File: src/hdl/sda_pkg.sv
// ----------------------------------------------------------------------------
// sda_pkg: shared types and constants of the angle smoothing block
// Fixed-point constants, serial divider sizing and the divider request type.
// ----------------------------------------------------------------------------
package sda_pkg;

  // configuration register map
  localparam int unsigned CFG_IDX_W = 1;
  localparam logic [CFG_IDX_W-1:0] REG_SMOOTH_TIME = 1'd0;
  localparam logic [CFG_IDX_W-1:0] REG_MAX_SPEED   = 1'd1;

  localparam logic [15:0] SMOOTH_TIME_RST = 16'd6554;
  localparam logic [15:0] MAX_SPEED_RST   = 16'hffff;

  // fixed-point constants
  localparam logic [15:0]        ST_FLOOR    = 16'd7;
  localparam logic signed [17:0] PI_Q12      = 18'sd12868;
  localparam logic signed [17:0] TWO_PI_Q12  = 18'sd25736;
  localparam logic [15:0]        C048_Q16    = 16'd31457;
  localparam logic [15:0]        C0235_Q16   = 16'd15401;
  localparam logic [24:0]        X_LIMIT_Q16 = 25'h100_0000;
  localparam logic [37:0]        DEN_ONE     = 38'd65536;

  // serial divider sizing
  localparam int unsigned DIV_NUM_W = 49;
  localparam int unsigned DIV_DEN_W = 38;
  localparam int unsigned DIV_CNT_W = 6;

  // left-aligned dividends and step counts of the three divisions
  localparam logic [DIV_NUM_W-1:0] ONE_Q48       = {1'b1, {(DIV_NUM_W-1){1'b0}}};
  localparam logic [DIV_CNT_W-1:0] DIV_CNT_OMEGA = 6'd34;
  localparam logic [DIV_CNT_W-1:0] DIV_CNT_X     = 6'd33;
  localparam logic [DIV_CNT_W-1:0] DIV_CNT_DECAY = 6'd49;

  typedef struct packed {
    logic                 start;
    logic [DIV_CNT_W-1:0] count;
  } sda_div_req_t;

endpackage

File: src/hdl/sda_div.sv
// ----------------------------------------------------------------------------
// sda_div: serial restoring divider
// One quotient bit per cycle over a left-aligned dividend, count steps long.
// ----------------------------------------------------------------------------
module sda_div
  import sda_pkg::*;
(
  input  logic                 clk_i,
  input  logic                 rst_ni,
  input  sda_div_req_t         req_i,
  input  logic [DIV_NUM_W-1:0] dividend_i,
  input  logic [DIV_DEN_W-1:0] divisor_i,
  output logic                 done_o,
  output logic [DIV_NUM_W-1:0] quotient_o
);

  logic                 busy_q;
  logic                 done_q;
  logic [DIV_CNT_W-1:0] cnt_q;
  logic [DIV_DEN_W-1:0] den_q;
  logic [DIV_DEN_W-1:0] rem_q;
  logic [DIV_NUM_W-1:0] num_q;
  logic [DIV_NUM_W-1:0] quo_q;

  logic [DIV_DEN_W:0] trial;
  logic [DIV_DEN_W:0] diff;
  logic               fits;

  assign trial = {rem_q, num_q[DIV_NUM_W-1]};
  assign diff  = trial - {1'b0, den_q};
  assign fits  = (trial >= {1'b0, den_q});

  always_ff @(posedge clk_i or negedge rst_ni) begin
    if (!rst_ni) begin
      busy_q <= 1'b0;
      done_q <= 1'b0;
      cnt_q  <= '0;
    end else begin
      done_q <= 1'b0;
      if (req_i.start) begin
        busy_q <= 1'b1;
        cnt_q  <= req_i.count;
      end else if (busy_q) begin
        cnt_q <= cnt_q - 1'b1;
        if (cnt_q == DIV_CNT_W'(1)) begin
          busy_q <= 1'b0;
          done_q <= 1'b1;
        end
      end
    end
  end

  always_ff @(posedge clk_i) begin
    if (req_i.start) begin
      den_q <= divisor_i;
      rem_q <= '0;
      num_q <= dividend_i;
      quo_q <= '0;
    end else if (busy_q) begin
      rem_q <= fits ? diff[DIV_DEN_W-1:0] : trial[DIV_DEN_W-1:0];
      num_q <= {num_q[DIV_NUM_W-2:0], 1'b0};
      quo_q <= {quo_q[DIV_NUM_W-2:0], fits};
    end
  end

  assign done_o     = done_q;
  assign quotient_o = quo_q;

`ifndef ASSERT_OFF
  a_start_idle: assert property (@(posedge clk_i) disable iff (!rst_ni)
    req_i.start |-> !busy_q)
    else $error("divider started while busy");

  a_done_after_busy: assert property (@(posedge clk_i) disable iff (!rst_ni)
    done_q |-> ($past(busy_q) && !busy_q))
    else $error("divider done without a running division");

  a_cnt_live: assert property (@(posedge clk_i) disable iff (!rst_ni)
    busy_q |-> (cnt_q != '0))
    else $error("divider busy with an empty step count");
`endif

endmodule

File: config.mk
export PLATFORM = sky130hd
export DESIGN_NAME = sda_div
export DESIGN_NICKNAME = d
export VERILOG_FILES = /design/src/hdl/sda_pkg.sv /design/src/hdl/sda_div.sv
export SDC_FILE = /design/constraint.sdc
export NUM_CORES = 1
export LEC_CHECK = 0
export BUFFER_PORTS_ARGS = -buffer_cell sky130_fd_sc_hd__buf_4
export CORE_MARGIN = 3
export CORE_UTILIZATION = 35
export CTS_CLUSTER_DIAMETER = 80
export DETAILED_ROUTE_END_ITERATION = 10
export SLEW_MARGIN = 20
export SYNTH_ARGS = -nofsm -noshare
export SYNTH_HDL_FRONTEND = slang
export SYNTH_SLANG_ARGS = --single-unit
export TNS_END_PERCENT = 30
File: constraint.sdc
create_clock -name clk_i -period 7.2 [get_ports clk_i]
set_clock_uncertainty 0.15 [all_clocks]
set_input_delay 0.36 -clock clk_i [delete_from_list [all_inputs] [get_ports clk_i]]
set_output_delay 0.36 -clock clk_i [all_outputs]
set_load 0.02 [all_outputs]
After elaboration in Yosys (flattened, before gate mapping):

Cells that the tools add are included.

* $add $sub $neg: 2
* order comparisons: 1
* equal/unequal tests: 1
* muxes and demuxes: 11
* reduce and logical (&&, ||, !) cells: 1

Operators with widths (count)
* 2-to-1 mux 49 bit: 2
* >= comparator 39 x 38 -> 1 bit: 1
* 2-to-1 mux 38 bit: 1
* subtractor 38 bit: 1
* 2-to-1 mux 6 bit: 2
* == test 6 x 1 -> 1 bit, second input constant: 1
* 2-to-1 mux 1 bit: 6
* subtractor 6 x 1 -> 6 bit, second input constant: 1
* nonzero test 2 bit: 1

* register bits: 182
* input bits: 96
* output and inout bits: 50
* logic and storage cells: 23

Logic depth before layout (Yosys ltp):

Gate-level depths: netlist of run 1.

* word-level depth: 4
* depth in mapped cells: 13
* mapped depth without buffers: 13

Least setup slack after synthesis of run 1:

OpenSTA, ideal clock, no wires.

* kind: reg-to-reg
* start point: reg num_q[48]
* end point: reg rem_q[28]
* setup time: 0.122 ns
* arrival time: 2.627 ns
* data required time: 6.928 ns
* slack: 4.301 ns
* cell stages (with the launch flop): 14
* buffers on the path: 0
* period minus slack after synthesis: 2.899 ns
* cell sequence: edfxtp_1 -> inv_1 -> ha_1 -> inv_1 -> fa_1 -> nand3_1 -> a21oi_1 -> o311ai_2 -> a31oi_1 -> a211o_1 -> a21oi_1 -> xor2_1 -> a211oi_1 -> a221o_1

* longest elaborated chain between the ends: 2
* elaborated cells on any way between the ends: 3
* classes of those cells: add/sub: 1; order compare: 1; mux: 1

RTL lines
* start: declaration: line sda_div.sv:22 `logic [DIV_NUM_W-1:0] num_q;`
* start signal: assignment: line sda_div.sv:57 `num_q <= dividend_i;`
* start signal: assignment: line sda_div.sv:61 `num_q <= {num_q[DIV_NUM_W-2:0], 1'b0};`
* subtractor 38 bit or >= comparator 39 x 38 -> 1 bit (tied branches): line sda_div.sv:30, sda_div.sv:31
* 2-to-1 mux 38 bit (*): line sda_div.sv:60 `rem_q <= fits ? diff[DIV_DEN_W-1:0] : trial[DIV_DEN_W-1:0];`
* end signal: assignment: line sda_div.sv:60
* end: declaration: line sda_div.sv:21 `logic [DIV_DEN_W-1:0] rem_q;`

Mark *: on every way between the ends. The rest lies on a longest branch, timed or not.
A chain may end at the register's enable or synchronous reset.

Worst setup path in the final report of run 1:

* start point: reg num_q[48]
* end point: reg rem_q[32]

Same word-level chain as after synthesis.

==> flow_summary_export.csv, run 1 <==
group,metric,value,unit
logic_synthesis,syn_avg_cell_area,10.3,µm²
sta,relSlewSlack,31.3,%
sta,worst_slew_pin_slew,1.03,ns
critical_path,crit_path_max_incr_delay,0.54,ns
pwr,worst_ir_drop_vdd,0.000178,V
routing,drc,0,
global_routing,grt_overflow,0,
critical_path,rr_startpoint,"num_q[48]$_DFFE_PP_",
placed_design,gp_congestion,0.877,
logic_synthesis,synthArstFlopShare,4.40,%
layout,nFillCells,2513,
routing,routed_wl,22.7,mm
logic_synthesis,synth-seq-cells,182,
outcome,status,"completed",
routing,post_drt_wl_per_cell,16.0,µm
sta,min_period,3.49,ns
pwr,power_density,310,nW/µm²
layout,instances_no_fill,1421,
die,ios,146,
critical_path,critPathArrivalTime,3.65,ns
cts,cts_max_path_buffers,2,
logic_synthesis,ys.flop_type,"edfxtp_1",
layout,seq_area,4560,µm²
die,row_count,59,
layout,utilization,45.0,%
logic_synthesis,netlist_instances,919,
logic_synthesis,synthDistinctLibCells,67,
routing,first_pass_iters,4,
logic_synthesis,syn_area,9510,µm²
sta,fmax,287,MHz
pwr,p_leak,5.39,nW
worst_hold_path,hold_path_class,"in -> reg",
logic_synthesis,yosysSeqAreaShare,47.9,%
critical_path,cp_num_cells,13,
flow_run,drv_cap,0,
cts,post-cts-setup-buffers,0,
sta,fin_tns_setup,0,ns
cts,clock_sinks,182,
layout,syn_to_final_growth,24.6,%
logic_synthesis,ys_warn_count,0,
layout,drive_gt1_share,22.9,%
global_routing,antenna_found_initial,0,
die,fp.dieH,171,µm
routing,avgViaCountPerCell,5.11,
die,start_util,36.1,%
logic_synthesis,yosysTopAreaCell,"edfxtp_1",
routing,ant_nets,0,
critical_path,critical_path_required,7.37,ns
logic_synthesis,synthTopCellsByArea,"edfxtp_1 (27%), dfxtp_1 (18%), mux2_2 (5.7%)",
sta,fin_crit_sh,48.4,%
critical_path,crit_type,"reg -> reg",
layout,final_nets,1210,
global_routing,grt_pass1_vias,7288,
logic_synthesis,synth_edf_count,87,
critical_path,crit_path_end,"rem_q[32]$_SDFFE_PP0P_",
placed_design,dpl.hpwl,15.5,mm
pwr,fin_total_pwr,3.67,mW
critical_path,cp_top_family,"compound AO/OA/AOI/OAI gates",
logic_synthesis,synth_common_cells,"nor2_1 (108), dfxtp_1 (87), edfxtp_1 (87)",
global_routing,grt_pass1_wl,37.0,mm
critical_path,worstPathBufferInverterCount,2,
cts,ctsResizeCount,0,
sta,hold_viol,0,
critical_path,slowest_stage,"a2111oi_1",
sta,rsz0062_at_grt,"false",
critical_path,critPathCaptureType,"register",
routing,drt_iter0_markers,432,
global_routing,grt_max_degree,75,
sta,setup_viol,0,
critical_path,cp-start-kind,"register",
die,dieWidth,171,µm
placed_design,dp.cells,1344,
cts,clock_latency,0.44,ns
critical_path,path_cells,"inv_1 > ha_1 > inv_1 > fa_1 > nand3_1 > a21oi_1 > o311ai_2 > a31oi_1 > a2111oi_1 > nor2_1 > xnor2_1 > a211oi_1 > a221o_1",
logic_synthesis,synth_most_common_cell,"nor2_1",
placed_design,io_buffer_count,145,
logic_synthesis,syn-num-nets,1056,
critical_path,r2r-end,"rem_q[32]$_SDFFE_PP0P_",
die,core_area,26400,µm²
die,die-area,29200,µm²
cts,root_buffer,"clkbuf_16",
routing,vias,7259,
layout,diodes,0,
cts,numCtsBuffers,17,
critical_path,crit_start,"num_q[48]$_DFFE_PP_",
critical_path,r2r_cells,13,
cts,htreeDepth,4,
critical_path,r2r_setup_slack,3.71,ns
critical_path,cp_max_fo,3,
critical_path,cpMostUsedCell,"inv_1",
sta,drv_slew,0,
cts,cts_tree,"yes",
logic_synthesis,yosys.area.top_type_share,27.5,%
layout,multi_input_area,4480,µm²
cts,cts_hold_buf,45,
cts,clkTransAtPathRegs,0.08,ns
global_routing,grt_util_all_layers,15.6,%
==> layer usage <==
metal / global-route usage (%) / routed length [µm] / vias to the layer above
met3: 5.11 / 1540 / 20
met5: 0 / 0 / -
met4: 4.13 / 294 / 0
met2: 24.4 / 10200 / 159
li1: - / - / 3650
met1: 20.8 / 10600 / 3430
==> cells in the final DEF (no fill, tap or decap), types with 7 or more instances in the layout <==
cell,instances
and3_1,14
a211oi_1,8
xnor2_1,25
a21o_1,26
mux2i_1,48
nand2_1,37
inv_1,52
nand4_1,13
xor2_1,12
nor2_1,108
a21oi_1,38
mux2_2,48
dlygate4sd3_1,45
a31oi_1,8
o21ai_1,19
clkbuf_16,18
o21ai_0,28
nand3_1,33
nor3_1,13
dfrtp_1,7
ha_1,40
a311oi_1,17
edfxtp_1,87
dfxtp_1,87
buf_4,148
a311oi_2,7
==> cell type report <==
cell class	count	share of cell area, %
Inverter	53	1.68
Timing Repair Buffer	194	13.3
Tap cell	335	3.54
Multi-Input combinational cell	625	37.8
Clock inverter	14	1.45
Sequential cell	182	38.5
Clock buffer	18	3.80
==> worst min-delay path by stage <==
| stage | cells after the start | end | from | slack, ns |
|---|---|---|---|---|
| 5_1_grt | 2 | num_q[0]$_SDFFCE_PN0P_ | dividend_i[0] | 0.03 |
| 3_3_place_gp | 1 | done_o$_DFF_PN0_ | rst_ni | 0.03 |
| 2_1_floorplan | 0 | busy_q$_DFF_PN0_ | rst_ni | -0.09 |
| 3_5_place_dp | 1 | done_o$_DFF_PN0_ | rst_ni | 0.03 |
| 4_1_cts | 2 | num_q[0]$_SDFFCE_PN0P_ | dividend_i[0] | 0.03 |
| 6_report | 2 | num_q[0]$_SDFFCE_PN0P_ | dividend_i[0] | 0.04 |
==> registers in the layout, summed over array words and instances (netlist names) <==
name,count
done_o,1
cnt_q,6
busy_q,1
num_q,49
quotient_o,49
rem_q,38
den_q,38
==> through the flow <==
step	instance area [µm²]	setup WS (ns)	hold slack, ns
2_1_floorplan	9510	4.30	-0.0856
3_3_place_gp	10800	3.73	0.0346
3_5_place_dp	10800	3.73	0.0334
4_1_cts	11900	3.69	0.0323
5_1_grt	11900	3.44	0.0344
6_report	11900	3.71	0.0440
==> cell families after synthesis <==
family	Yosys count	synth area share (%)
xor+xnor	37	3.41
mux	96	10.7
buf+inv	112	4.97
simple gates	246	12.0
fa+ha+maj	41	5.47
flops	182	47.9
compound gates	205	15.6
==> report_power, final <==
part	total, mW	switching [mW]	internal, mW
Clock	0.986	0.453	0.533
Combinational	1.33	0.752	0.582
Sequential	1.35	0.106	1.25
Total	3.67	1.31	2.36
(Power assumes the default switching activity.)
==> run 2: changes to the inputs <==
- ABC_AREA: unset -> 1
- clock period: 7.2 -> 3.15 ns (I/O delays scaled with it)
==> flow_summary_export.csv, run 2 <==
group,metric,value,unit
global_routing,grt_pass1_wl,44.5,mm
critical_path,r2r-end,"rem_q[17]$_SDFFE_PP0P_",
layout,instances_no_fill,1928,
cts,htreeDepth,4,
die,fp.dieH,174,µm
critical_path,r2r_cells,12,
logic_synthesis,synthArstFlopShare,4.40,%
global_routing,grt_util_all_layers,17.7,%
cts,cts_tree,"yes",
logic_synthesis,synth_common_cells,"nand2_1 (466), inv_1 (213), nand3_1 (118)",
critical_path,cp-start-kind,"register",
die,ios,146,
die,row_count,60,
cts,ctsResizeCount,0,
die,core_area,27400,µm²
die,dieWidth,174,µm
sta,fmax,366,MHz
logic_synthesis,synth_edf_count,87,
routing,drc,0,
placed_design,dpl.hpwl,18.8,mm
cts,clkTransAtPathRegs,0.08,ns
layout,final_nets,1678,
critical_path,critical_path_required,3.37,ns
sta,fin_crit_sh,86.8,%
placed_design,gp_congestion,0.936,
critical_path,path_cells,"ha_1 > nand2_1 > nor2_2 > nand2_1 > nor2_1 > nand4_1 > nand2_1 > inv_2 > nand2_4 > buf_12 > nand3_1 > nand3_1",
sta,setup_viol,0,
sta,fin_hold_ws,0.0502,ns
routing,routed_wl,26.7,mm
critical_path,cp_top_family,"simple AND/OR/NAND/NOR gates",
sta,worst_slew_pin_slew,0.889,ns
cts,cts_max_path_buffers,2,
die,start_util,36.1,%
worst_hold_path,hold_path_class,"in -> reg",
sta,fin_tns_setup,0,ns
layout,final_common_cell,"nand2_1",
logic_synthesis,syn-num-nets,1450,
layout,drive_gt1_share,14.2,%
sta,hold_viol,0,
critical_path,crit_path_max_incr_delay,0.44,ns
logic_synthesis,yosysTopAreaCell,"edfxtp_1",
critical_path,worstPathBufferInverterCount,2,
routing,ant_nets,0,
outcome,status,"completed",
cts,numCtsBuffers,17,
critical_path,critPathCaptureType,"register",
logic_synthesis,synthDistinctLibCells,36,
sta,rsz0062_at_grt,"false",
sta,drv_slew,0,
global_routing,grt_overflow,0,
logic_synthesis,ys_warn_count,0,
critical_path,r2r_setup_slack,0.42,ns
pwr,fin_total_pwr,5.46,mW
die,die-area,30300,µm²
critical_path,cpMostUsedCell,"nand2_1",
sta,min_period,2.73,ns
routing,first_pass_iters,5,
logic_synthesis,syn_area,9900,µm²
pwr,power_density,424,nW/µm²
global_routing,grt_pass1_vias,9014,
logic_synthesis,synth-seq-cells,182,
layout,syn_to_final_growth,30.1,%
logic_synthesis,syn_avg_cell_area,7.54,µm²
critical_path,rr_startpoint,"rem_q[24]$_SDFFE_PP0P_",
routing,drt_iter0_markers,562,
pwr,p_leak,6.33,nW
global_routing,antenna_found_initial,2,
logic_synthesis,synth_most_common_cell,"nand2_1",
routing,avgViaCountPerCell,4.67,
pwr,worst_ir_drop_vdd,0.000381,V
logic_synthesis,yosysSeqAreaShare,46.0,%
logic_synthesis,netlist_instances,1313,
layout,final_cell_mix,"nand2_1 (466), inv_1 (213), buf_4 (152)",
worst_hold_path,hold_path_depth,1,
global_routing,grt_max_degree,79,
worst_hold_path,min_from,"req_i[6]",
routing,post_drt_wl_per_cell,13.8,µm
sta,relSlewSlack,40.7,%
logic_synthesis,yosys.area.top_type_share,26.4,%
placed_design,dp.cells,1799,
cts,clock_latency,0.44,ns
critical_path,crit_start,"rem_q[24]$_SDFFE_PP0P_",
critical_path,slowest_stage,"ha_1",
logic_synthesis,ys.flop_type,"edfxtp_1",
placed_design,io_buffer_count,145,
routing,vias,9012,
logic_synthesis,synthTopCellsByArea,"edfxtp_1 (26%), nand2_1 (18%), dfxtp_1 (18%)",
critical_path,critPathArrivalTime,2.95,ns
critical_path,cp_max_fo,22,
cts,root_buffer,"clkbuf_16",
cts,clock_sinks,182,
critical_path,crit_type,"reg -> reg",
worst_hold_path,min_to,"den_q[12]$_DFFE_PP_",
flow_run,drv_cap,0,
[run 2: cell count changes after synthesis, sizes merged, moves of 13 or more]
| cell | before | now |
|---|---|---|
| nand2 | 37 | 473 |
| inv | 53 | 220 |
| nand3 | 33 | 129 |
| mux2 | 48 | 0 |
| mux2i | 48 | 0 |
| o22ai | 2 | 48 |
| o21ai | 47 | 11 |
| nor2 | 108 | 74 |
| a21o | 27 | 0 |
| a311oi | 24 | 0 |
| xnor2 | 25 | 3 |
| clkbuf | 43 | 27 |
| and3 | 14 | 1 |
[run 2: repair_timing]
action / in CTS / in global routing
setup endpoints to repair: 0 / 0
endpoints found under the hold margin: 101 / 0
hold buffers: 95 / 0
buffers inserted: 0 / 0
[run 2: cell families (layout without fill, tap and decap cells)]
logic type                 after synthesis  after routing  share of synthesized area [%]
AOI/OAI and AO/OA                      100            100                           6.00
xor gates and xnor gates                24             24                           2.12
adders and majority gates               41             41                           5.26
buffers and inverters                  260            501                           10.5
DFF                                    182            182                           46.0
other                                    0              2                              0
and+or+nand+nor                        706            706                           30.1
[run 2: layout make-up]
| class | instances | area (µm²) |
|---|---|---|
| fill | 2727 | 14500 |
| sequential | 182 | 4550 |
| multi-input combinational | 871 | 4320 |
| timing repair buffer | 249 | 2130 |
| inverter | 220 | 827 |
| tap | 372 | 465 |
| clock buffer | 18 | 439 |
| clock inverter | 14 | 135 |
| antenna | 2 | 5.00 |
[run 2: layer usage]
metal  up-vias  GRT usage, %  wire [µm]
met1      4116          22.5      12000
met2       222          29.6      12500
met5         -             0          0
met3        33          5.09       1730
met4         0          4.89        450
li1       4641             -          -
[run 2: worst max-delay path by stage]
| stage | slack [ns] | endpoint | cells past startpoint |
|---|---|---|---|
| after floorplan | 0.49 | num_q[0]$_SDFFCE_PN0P_ | 3 |
| after global placement | 0.53 | rem_q[27]$_SDFFE_PP0P_ | 12 |
| after detailed placement | 0.45 | rem_q[17]$_SDFFE_PP0P_ | 13 |
| after CTS | 0.39 | rem_q[17]$_SDFFE_PP0P_ | 13 |
| after global routing | 0.21 | rem_q[17]$_SDFFE_PP0P_ | 13 |
| final | 0.42 | rem_q[17]$_SDFFE_PP0P_ | 12 |
[run 2: worst register-to-register path, cell delays in order (launching register included)]
cell and delay [ns]:
dfxtp_1 0.36, ha_1 0.44, nand2_1 0.17, nor2_2 0.18, nand2_1 0.09, nor2_1 0.22
nand4_1 0.13, nand2_1 0.12, inv_2 0.11, nand2_4 0.24, buf_12 0.23, nand3_1 0.11
nand3_1 0.13
[run 2: where the power goes]
group,total (mW),internal [mW],switching [mW]
Combinational,0.671,0.298,0.373
Sequential,2.67,2.63,0.0470
Clock,2.12,1.07,1.05
[run 2: through the flow]
stage / setup slack [ns] / utilization (%) / cell area, µm²
floorplan: 0.488 / - / 9900
global placement: 0.533 / 41.4 / 11300
detailed placement: 0.449 / 41.4 / 11300
CTS: 0.395 / 47.0 / 12900
global route: 0.210 / 47.0 / 12900
finish: 0.417 / 47.0 / 12900
==> run 3: changes to the inputs <==
- CELL_PAD_IN_SITES_DETAIL_PLACEMENT: unset -> 1
- CELL_PAD_IN_SITES_GLOBAL_PLACEMENT: unset -> 2
- CORE_UTILIZATION: 35 -> 30
- MAX_ROUTING_LAYER: unset -> met4
- PLACE_DENSITY_LB_ADDON: unset -> 0.1
==> flow_summary_export.csv, run 3 (same netlist as run 2, synthesis figures left out) <==
group,metric,value,unit
placed_design,gp_congestion,0.844,
routing,drt_iter0_markers,339,
sta,drv_slew,0,
pwr,comb_power_share,12.3,%
critical_path,crit_start,"num_q[48]$_DFFE_PP_",
layout,final_area,13000,µm²
routing,drc,0,
sta,fmax,376,MHz
die,dieWidth,188,µm
worst_hold_path,hold_path_class,"in -> reg",
global_routing,grt_util_all_layers,18.3,%
pwr,power.share.sequential,47.9,%
routing,first_pass_iters,4,
pwr,p_leak,6.36,nW
cts,ctsResizeCount,0,
outcome,status,"completed",
layout,nFillCells,3910,
routing,vias,9015,
critical_path,slowest_stage,"fa_1",
flow_run,drv_cap,0,
sta,fin_crit_sh,84.4,%
critical_path,worstPathBufferInverterCount,2,
die,row_count,65,
critical_path,path_cells,"inv_1 > ha_1 > inv_1 > fa_1 > nand3_1 > nand3_1 > nand2_1 > nand3_1 > nand2_1 > nand2_1 > nand2_1 > nand2_1 > nand2_1 > nand2_1 > nand3_2 > nand3_1",
critical_path,cp-start-kind,"register",
pwr,power_density,429,nW/µm²
sta,hold_viol,0,
critical_path,critPathCaptureType,"register",
critical_path,cp_max_fo,4,
cts,clock_sinks,182,
layout,final_nets,1683,
pwr,power.internal,4.15,mW
routing,ant_nets,0,
sta,rsz0062_at_grt,"false",
layout,syn_to_final_growth,31.6,%
critical_path,critical_path_required,3.33,ns
placed_design,place_area,11500,µm²
critical_path,cp_top_family,"simple AND/OR/NAND/NOR gates",
pwr,switching_share,25.8,%
worst_hold_path,min_from,"req_i[6]",
routing,routed_wl,30.9,mm
layout,final_cell_mix,"nand2_1 (466), inv_1 (214), buf_4 (157)",
critical_path,cpMostUsedCell,"nand2_1",
placed_design,dpl.hpwl,22.7,mm
cts,cts_max_path_buffers,2,
die,die-area,35200,µm²
cts,clkTransAtPathRegs,0.08,ns
sta,min_period,2.66,ns
global_routing,grt_pass1_vias,9640,
die,ios,146,
sta,fin_tns_setup,0,ns
cts,cts_tree,"yes",
sta,relSlewSlack,37.6,%
routing,post_drt_wl_per_cell,15.5,µm
sta,worst_slew_pin_slew,0.934,ns
global_routing,grt_max_degree,63,
placed_design,io_buffer_count,145,
cts,htreeDepth,4,
die,fp.dieH,188,µm
critical_path,crit_type,"reg -> reg",
die,start_util,30.9,%
cts,post-cts-setup-buffers,0,
global_routing,antenna_found_initial,1,
die,core_area,32000,µm²
cts,clock_latency,0.44,ns
layout,final_common_cell,"nand2_1",
pwr,power_switching,1.44,mW
routing,avgViaCountPerCell,4.52,
cts,root_buffer,"clkbuf_16",
pwr,worst_ir_drop_vdd,0.000363,V
global_routing,grt_pass1_wl,50.6,mm
sta,setup_viol,0,
pwr,p_clk_share,39.9,%
cts,numCtsBuffers,17,
critical_path,crit_path_max_incr_delay,0.44,ns
critical_path,critPathArrivalTime,2.84,ns
critical_path,rr_startpoint,"num_q[48]$_DFFE_PP_",
layout,drive_gt1_share,14.3,%
global_routing,grt_overflow,0,
==> run 3: final timing paths <==
kind / endpoint / slack [ns] / cells after the start
worst max register to register: rem_q[32]$_SDFFE_PP0P_ / 0.49 / 16
worst min-delay path: den_q[37]$_DFFE_PP_ / 0.04 / 1
worst max-delay path: rem_q[32]$_SDFFE_PP0P_ / 0.49 / 16
max in group asynchronous: cnt_q[5]$_DFFE_PN0P_ / 1.99 / 3
worst min register to register: quotient_o[24]$_SDFFE_PP0P_ / 0.34 / 2
min in group asynchronous: cnt_q[1]$_DFFE_PN0P_ / 0.56 / 3
==> run 3: final cells by class <==
| class | instances | area [µm²] | share of cell area [%] |
|---|---|---|---|
| Antenna cell | 1 | 2.50 | 0.0192 |
| Clock buffer | 23 | 534 | 4.10 |
| Clock inverter | 9 | 73.8 | 0.567 |
| Inverter | 220 | 827 | 6.35 |
| Multi-Input combinational cell | 871 | 4320 | 33.2 |
| Sequential cell | 182 | 4550 | 35.0 |
| Tap cell | 435 | 544 | 4.18 |
| Timing Repair Buffer | 254 | 2170 | 16.7 |
==> run 3: through the flow <==
step	total power [mW]	utilization, %	hold WS, ns	instances	setup slack (ns)
global route	5.88	40.7	0.0523	1995	0.254
floorplan	3.09	-	-0.288	1313	0.488
finish	5.59	40.7	0.0446	1995	0.490
CTS	5.68	40.7	0.0424	1994	0.489
detailed placement	3.33	35.8	-0.165	1867	0.501
global placement	3.32	35.8	-0.163	1867	0.546
==> run 3: power groups by stage <==
stage               sequential (mW)  clock (mW)  combinational (mW)
floorplan                      2.72           0               0.370
global placement               2.73           0               0.597
detailed placement             2.73           0               0.601
CTS                            2.68        2.30               0.700
global route                   2.69        2.41               0.779
finish                         2.68        2.23               0.687
==> run 3: routing by layer <==
layer,up-vias,global-route usage (%),routed length [µm]
li1,4640,-,-
met1,4222,22.9,14500
met2,128,30.8,14900
met3,25,3.96,1130
met4,0,3.78,382
met5,-,-,0
==> run 3: repair_timing <==
action | 4_1_cts | 5_1_grt
setup endpoints to repair | 0 | 0
hold endpoints to repair | 101 | 0
hold buffers | 95 | 0
